### config.mk
export PLATFORM = sky130hd
export DESIGN_NAME = byte_fifo_with_delete_by_value
export DESIGN_NICKNAME = d
export VERILOG_FILES = /design/src/hdl/bfd_pkg.sv /design/src/hdl/byte_fifo_with_delete_by_value.sv
export SDC_FILE = /design/constraint.sdc
export NUM_CORES = 1
export LEC_CHECK = 0
export ABC_AREA = 1
export BUFFER_PORTS_ARGS = -buffer_cell sky130_fd_sc_hd__buf_2
export CORE_MARGIN = 2
export CORE_UTILIZATION = 40
export DETAILED_ROUTE_END_ITERATION = 10
export PLACE_DENSITY = 0.53
export SLEW_MARGIN = 20
export SYNTH_ARGS = -nofsm -noshare
export SYNTH_HDL_FRONTEND = slang
export SYNTH_SLANG_ARGS = --single-unit
### constraint.sdc
create_clock -name clk -period 6.2 [get_ports clk]
set_input_delay 0.93 -clock clk [delete_from_list [all_inputs] [get_ports clk]]
set_output_delay 0.93 -clock clk [all_outputs]
set_load 0.02 [all_outputs]
### src/hdl/bfd_pkg.sv
// bfd_pkg: operation codes, status codes and sizing defaults for the byte
// queue with delete by value. No dependencies.
`timescale 1ns / 1ps

package bfd_pkg;

  // default queue depth in words
  localparam int DEFAULT_DEPTH = 16;

  // operation codes on func
  localparam logic [1:0] FUNC_APPEND = 2'd0;
  localparam logic [1:0] FUNC_REMOVE = 2'd1;
  localparam logic [1:0] FUNC_FIND   = 2'd2;

  // status codes on status
  localparam logic [1:0] STAT_OK    = 2'd0;
  localparam logic [1:0] STAT_EMPTY = 2'd1;
  localparam logic [1:0] STAT_FULL  = 2'd2;

  // read_value returned by remove on an empty queue
  localparam logic [7:0] EMPTY_READ = 8'hFF;

endpackage

### src/hdl/byte_fifo_with_delete_by_value.sv
// Byte queue with append, remove head and find-and-delete by value.
// Depends on bfd_pkg for operation and status codes.
//
// A request is taken when start is high and busy is low; its result shows
// on the result ports for one cycle with done high and cannot be held off.
// Append, code 3 and any request on an empty queue finish without a walk:
// done is high in the cycle right after the request is taken. Remove
// fetches the head, sets up the first move, then moves each later word
// down. A find compares words to the key in order until one hits, sets up
// the first move and moves the words after the hit down; a find that
// misses compares every word and then finishes.
// These walks follow from the storage array, which has one read and one
// write port and which a small sequencer walks one word per cycle, first
// comparing words to the key, then moving each later word down one place
// to close the gap.
// occupancy and is_empty always show the count after the last request.
`timescale 1ns / 1ps

module byte_fifo_with_delete_by_value
  import bfd_pkg::*;
#(
  parameter int DEPTH = DEFAULT_DEPTH,
  localparam int AW = $clog2(DEPTH),
  localparam int CW = $clog2(DEPTH + 1)
) (
  input  logic          clk,
  input  logic          rst,
  input  logic          start,
  input  logic [1:0]    func,
  input  logic [7:0]    value,
  output logic          busy,
  output logic          done,
  output logic [7:0]    read_value,
  output logic [1:0]    status,
  output logic          found,
  output logic          is_empty,
  output logic [CW-1:0] occupancy
);

  typedef enum logic [2:0] {
    ST_IDLE,
    ST_HEAD,
    ST_SCAN,
    ST_SHIFT_PRE,
    ST_SHIFT
  } state_t;

  state_t        state;
  logic [CW-1:0] count;
  logic [AW-1:0] ptr;
  logic [7:0]    key;
  logic [7:0]    rdata;
  logic [7:0]    mem [DEPTH];

  // pointer arithmetic one bit wider than the count
  logic [CW:0]   cnt_x;
  logic [CW:0]   ptr_p1;
  logic [CW:0]   ptr_p2;
  logic          full;

  logic [AW-1:0] rd_addr;
  logic          we;
  logic [AW-1:0] waddr;
  logic [7:0]    wdata;

  assign cnt_x  = (CW + 1)'(count);
  assign ptr_p1 = (CW + 1)'(ptr) + (CW + 1)'(1);
  assign ptr_p2 = (CW + 1)'(ptr) + (CW + 1)'(2);
  assign full   = (count == CW'(DEPTH));

  assign busy      = (state != ST_IDLE);
  assign occupancy = count;
  assign is_empty  = (count == '0);

  // read address follows the sequencer one word ahead of use
  always_comb begin
    case (state)
      ST_SCAN:      rd_addr = ptr_p1[AW-1:0];
      ST_SHIFT_PRE: rd_addr = ptr_p1[AW-1:0];
      ST_SHIFT:     rd_addr = ptr_p2[AW-1:0];
      default:      rd_addr = '0;
    endcase
  end

  // write port: append at tail, or move a word down during gap closing
  always_comb begin
    we    = 1'b0;
    waddr = ptr;
    wdata = rdata;
    case (state)
      ST_IDLE: begin
        if (start && func == FUNC_APPEND && !full) begin
          we    = 1'b1;
          waddr = count[AW-1:0];
          wdata = value;
        end
      end
      ST_SHIFT: begin
        we = 1'b1;
      end
      default: begin
        we = 1'b0;
      end
    endcase
  end

  // storage array, registered read
  always_ff @(posedge clk) begin
    if (we) begin
      mem[waddr] <= wdata;
    end
    rdata <= mem[rd_addr];
  end

  // sequencer and result registers
  always_ff @(posedge clk) begin
    if (rst) begin
      state <= ST_IDLE;
      count <= '0;
      done  <= 1'b0;
    end else begin
      done <= 1'b0;
      case (state)
        ST_IDLE: begin
          if (start) begin
            key        <= value;
            ptr        <= '0;
            read_value <= '0;
            status     <= STAT_OK;
            found      <= 1'b0;
            case (func)
              FUNC_APPEND: begin
                done <= 1'b1;
                if (full) begin
                  status <= STAT_FULL;
                end else begin
                  count <= count + CW'(1);
                end
              end
              FUNC_REMOVE: begin
                if (count == '0) begin
                  read_value <= EMPTY_READ;
                  status     <= STAT_EMPTY;
                  done       <= 1'b1;
                end else begin
                  state <= ST_HEAD;
                end
              end
              FUNC_FIND: begin
                if (count == '0) begin
                  status <= STAT_EMPTY;
                  done   <= 1'b1;
                end else begin
                  state <= ST_SCAN;
                end
              end
              default: begin
                done <= 1'b1;
              end
            endcase
          end
        end
        // head word arrives, then close the gap from the head
        ST_HEAD: begin
          read_value <= rdata;
          state      <= ST_SHIFT_PRE;
        end
        // compare one stored word per cycle against the key
        ST_SCAN: begin
          if (rdata == key) begin
            found <= 1'b1;
            state <= ST_SHIFT_PRE;
          end else if (ptr_p1 >= cnt_x) begin
            status <= STAT_EMPTY;
            done   <= 1'b1;
            state  <= ST_IDLE;
          end else begin
            ptr <= ptr_p1[AW-1:0];
          end
        end
        // set up the first move, or finish if the removed word was the last one
        ST_SHIFT_PRE: begin
          if (ptr_p1 >= cnt_x) begin
            count <= count - CW'(1);
            done  <= 1'b1;
            state <= ST_IDLE;
          end else begin
            state <= ST_SHIFT;
          end
        end
        // move word ptr+1 into ptr, next word already being read
        ST_SHIFT: begin
          if (ptr_p2 >= cnt_x) begin
            count <= count - CW'(1);
            done  <= 1'b1;
            state <= ST_IDLE;
          end else begin
            ptr <= ptr_p1[AW-1:0];
          end
        end
        default: begin
          state <= ST_IDLE;
        end
      endcase
    end
  end

endmodule

==> run_results.csv <==
group,metric,value,unit
sta,rsz0062_at_grt,"false",
clock_tree,cts-htree-levels,4,
synth,synth.area.top_cells,"edfxtp_1 (58%), nand2_1 (12%), nand3_1 (5.2%), inv_1 (4.4%), dfxtp_1 (4.3%)",
drt,drc,0,
synth,syn-cell-area,0.00786,sq mm
global_route,grt_pass1_wl,29400,um
synth,yosysMostFrequentCell,"nand2_1",
sta,fmax,342,MHz
clock_tree,worstSkewPairLatency,0.43,ns
floorplanning,die_x,144,um
floorplanning,rows,51,
synth,synthDistinctLibCells,37,
clock_tree,cts_made_buffers,17,
clock_tree,cts_sinks,168,
sta,slew_headroom,31.2,%
sta,drv_slew,0,
drt,viasPerCell,4.95,
global_route,grt_antenna_before_repair,0,
power_and_ir_drop,vdd_drop_max,174,uV
global_route,first_global_vias,5302,
sta,setup_tns,0,ns
floorplanning,pin_count,32,
power_and_ir_drop,p_leak,3.69,nW
cells_and_area,final_nets,857,
sta,tightest_slew,1.03,ns
setup_path,start_kind,"flip-flop",
synth,synth_fa_ha_area_share,3.28,%
clock_tree,cts_tree,"built",
global_route,gr-total-overflow,0,
synth,ys_ff_latch,168,
synth,synthMuxAreaShare,0,%
synth,synth_fp_nets,820,
drt,final_antenna_net_count,0,
synth,syn-mean-instance-area,9.99,sq um
cells_and_area,area_growth,13.5,%
setup_path,worstSetupEndpointType,"flip-flop",
cells_and_area,multi_input_area,0.00248,sq mm
clock_tree,cts_buffer_depth,2,
place,port-buffer-count,31,
synth,synth_compound_area_share,4.98,%
synth,synth_common_cells,"nand2_1 (256), edfxtp_1 (151), inv_1 (93)",
synth,synth_top_area_share,57.7,%
setup_path,worstPathArrival,3.23,ns
cells_and_area,n_fill_cell,1847,
setup_path,worst-path-max-fanout,81,
drt,first_iter_violations,466,
sta,finalCritPeriodShare,47.1,%
global_route,grt_start_max_net_pins,82,
drt,drt-pass1-iter-count,6,
clock_tree,root_buffer,"clkbuf_16",
sta,finalSetupViolCount,0,
place,pre_cts_slack,2.98,ns
place,place_congestion,0.834,
synth,synth-seq-area-share,62.0,%
synth,synth_top_family_by_area,"simple AND/OR/NAND/NOR gates",
drt,vias,5452,
cells_and_area,n_antenna_cell,0,
floorplanning,start_util,40.5,%
sta,finalCriticalPeriod,2.92,ns
setup_path,cp.required,6.51,ns
clock_tree,cts.clk_slew.worst_paths,0.07,ns
synth,synth_flop_cell,"edfxtp_1",
synth,synth-xor-area-share,0.780,%
sta,fin_skew,0.0125,ns
synth,synth_edf_count,151,
power_and_ir_drop,power-per-cell-area,282,mW/mm^2
sta,hold_viol,0,
floorplanning,dieArea,0.0208,sq mm
sta,setup_ws,3.28,ns
place,hpwl,13200,um
setup_path,crit_type,"reg -> reg",
clock_tree,cts_setup_buffers,0,
setup_path,r2r_setup_slack,3.28,ns
floorplanning,core_area,0.0194,sq mm
cells_and_area,seq_area,0.00487,sq mm
drt,wl,19100,um
drt,wl_per_cell,17.4,um
cells_and_area,layout-drive-gt1-share,11.5,%
synth,synth_top_area_cell,"edfxtp_1",
synth,synth_warnings,0,
worst_hold_path,holdCritPathClass,"reg -> reg",
synth,synthSimpleGateAreaFrac,22.6,%
clock_tree,postCtsHoldBufs,0,
synth,ys_async_sr_fraction,0,%
floorplanning,die_h,144,um
flow_run,max_cap_viol_count,0,
global_route,grt_util_all_layers,19.2,%
synth,netlist_instances,787,
outcome,status,"completed",
clock_tree,ctsResizeCount,0,
critical path: stages, from the launching register on:
cell and delay (ns):
edfxtp_1 0.55, inv_1 0.19, nand2_4 0.18, nand2_4 0.47
inv_2 0.75, nand2_1 0.11, nand3_1 0.10, nand3_1 0.15
nand3_1 0.21, nand2_1 0.07
where the power goes:
part / total [mW] / internal, mW / leakage (nW) / switching [mW]
registers: 1.26 / 1.25 / 1.51 / 0.00890
clock network: 1.12 / 0.619 / 0.302 / 0.498
logic: 0.141 / 0.0401 / 1.88 / 0.101
registers in the layout, indices dropped and copies added, names as in the netlist:
register,cells
state,3
found,1
ptr,4
occupancy,5
rdata,8
status,2
key,8
done,1
read_value,8
mem,128
cell type report:
cell class / instances / area share [%]
Clock buffer: 17 / 4.77
Clock inverter: 15 / 2.31
Multi-Input combinational cell: 497 / 27.8
Timing Repair Buffer: 41 / 2.58
Inverter: 99 / 4.16
Tap cell: 265 / 3.72
Sequential cell: 168 / 54.6
metrics by stage:
stage               hold slack (ns)  instance area [sq um]  util [%]  total power, mW  instances
floorplan                     0.577                   7860         -             1.37        787
global placement              0.518                   8290      42.8             1.43       1070
finish                        0.550                   8920      46.0             2.52       1102
detailed placement            0.541                   8290      42.8             1.43       1070
CTS                           0.553                   8920      46.0             2.54       1102
global route                  0.564                   8920      46.0             2.60       1102
cell usage in the layout, fill, tap and decap left out, drive strengths merged, types with 3 or more instances in the layout:
cell type  Yosys  routed
nand2        261     261
edfxtp       151     151
inv           99     105
nand3         83      83
nor2          49      49
buf           21      41
a21oi         20      20
ha            19      19
clkbuf         2      17
dfxtp         17      17
o211ai        16      16
o21ai         16      16
nand3b         9       9
clkinv         0       5
nand4          4       4
xnor2          4       4
xor2           3       3
o22ai          3       3
final timing paths:
kind	startpoint	to	cells after the start
setup reg to reg	ptr[0]	rdata[0]	9
setup / recovery	ptr[0]	rdata[0]	9
hold / removal	occupancy[4]	occupancy[4]	2
hold reg to reg	occupancy[4]	occupancy[4]	2
cell families after synthesis:
family | Yosys count
buf+inv | 122
xor+xnor | 7
flops | 168
compound gates | 60
fa+ha+maj | 20
simple gates | 410
per-layer routing:
layer | track usage [%] | vias to the layer above | part of all wire [%]
met5 | 0 | - | 0
met4 | 5.93 | 0 | 1.3
met3 | 3.68 | 19 | 4.9
met2 | 30.6 | 129 | 47
met1 | 26.7 | 2604 | 47
li1 | - | 2700 | -
Power figures use the tool's default switching activity.
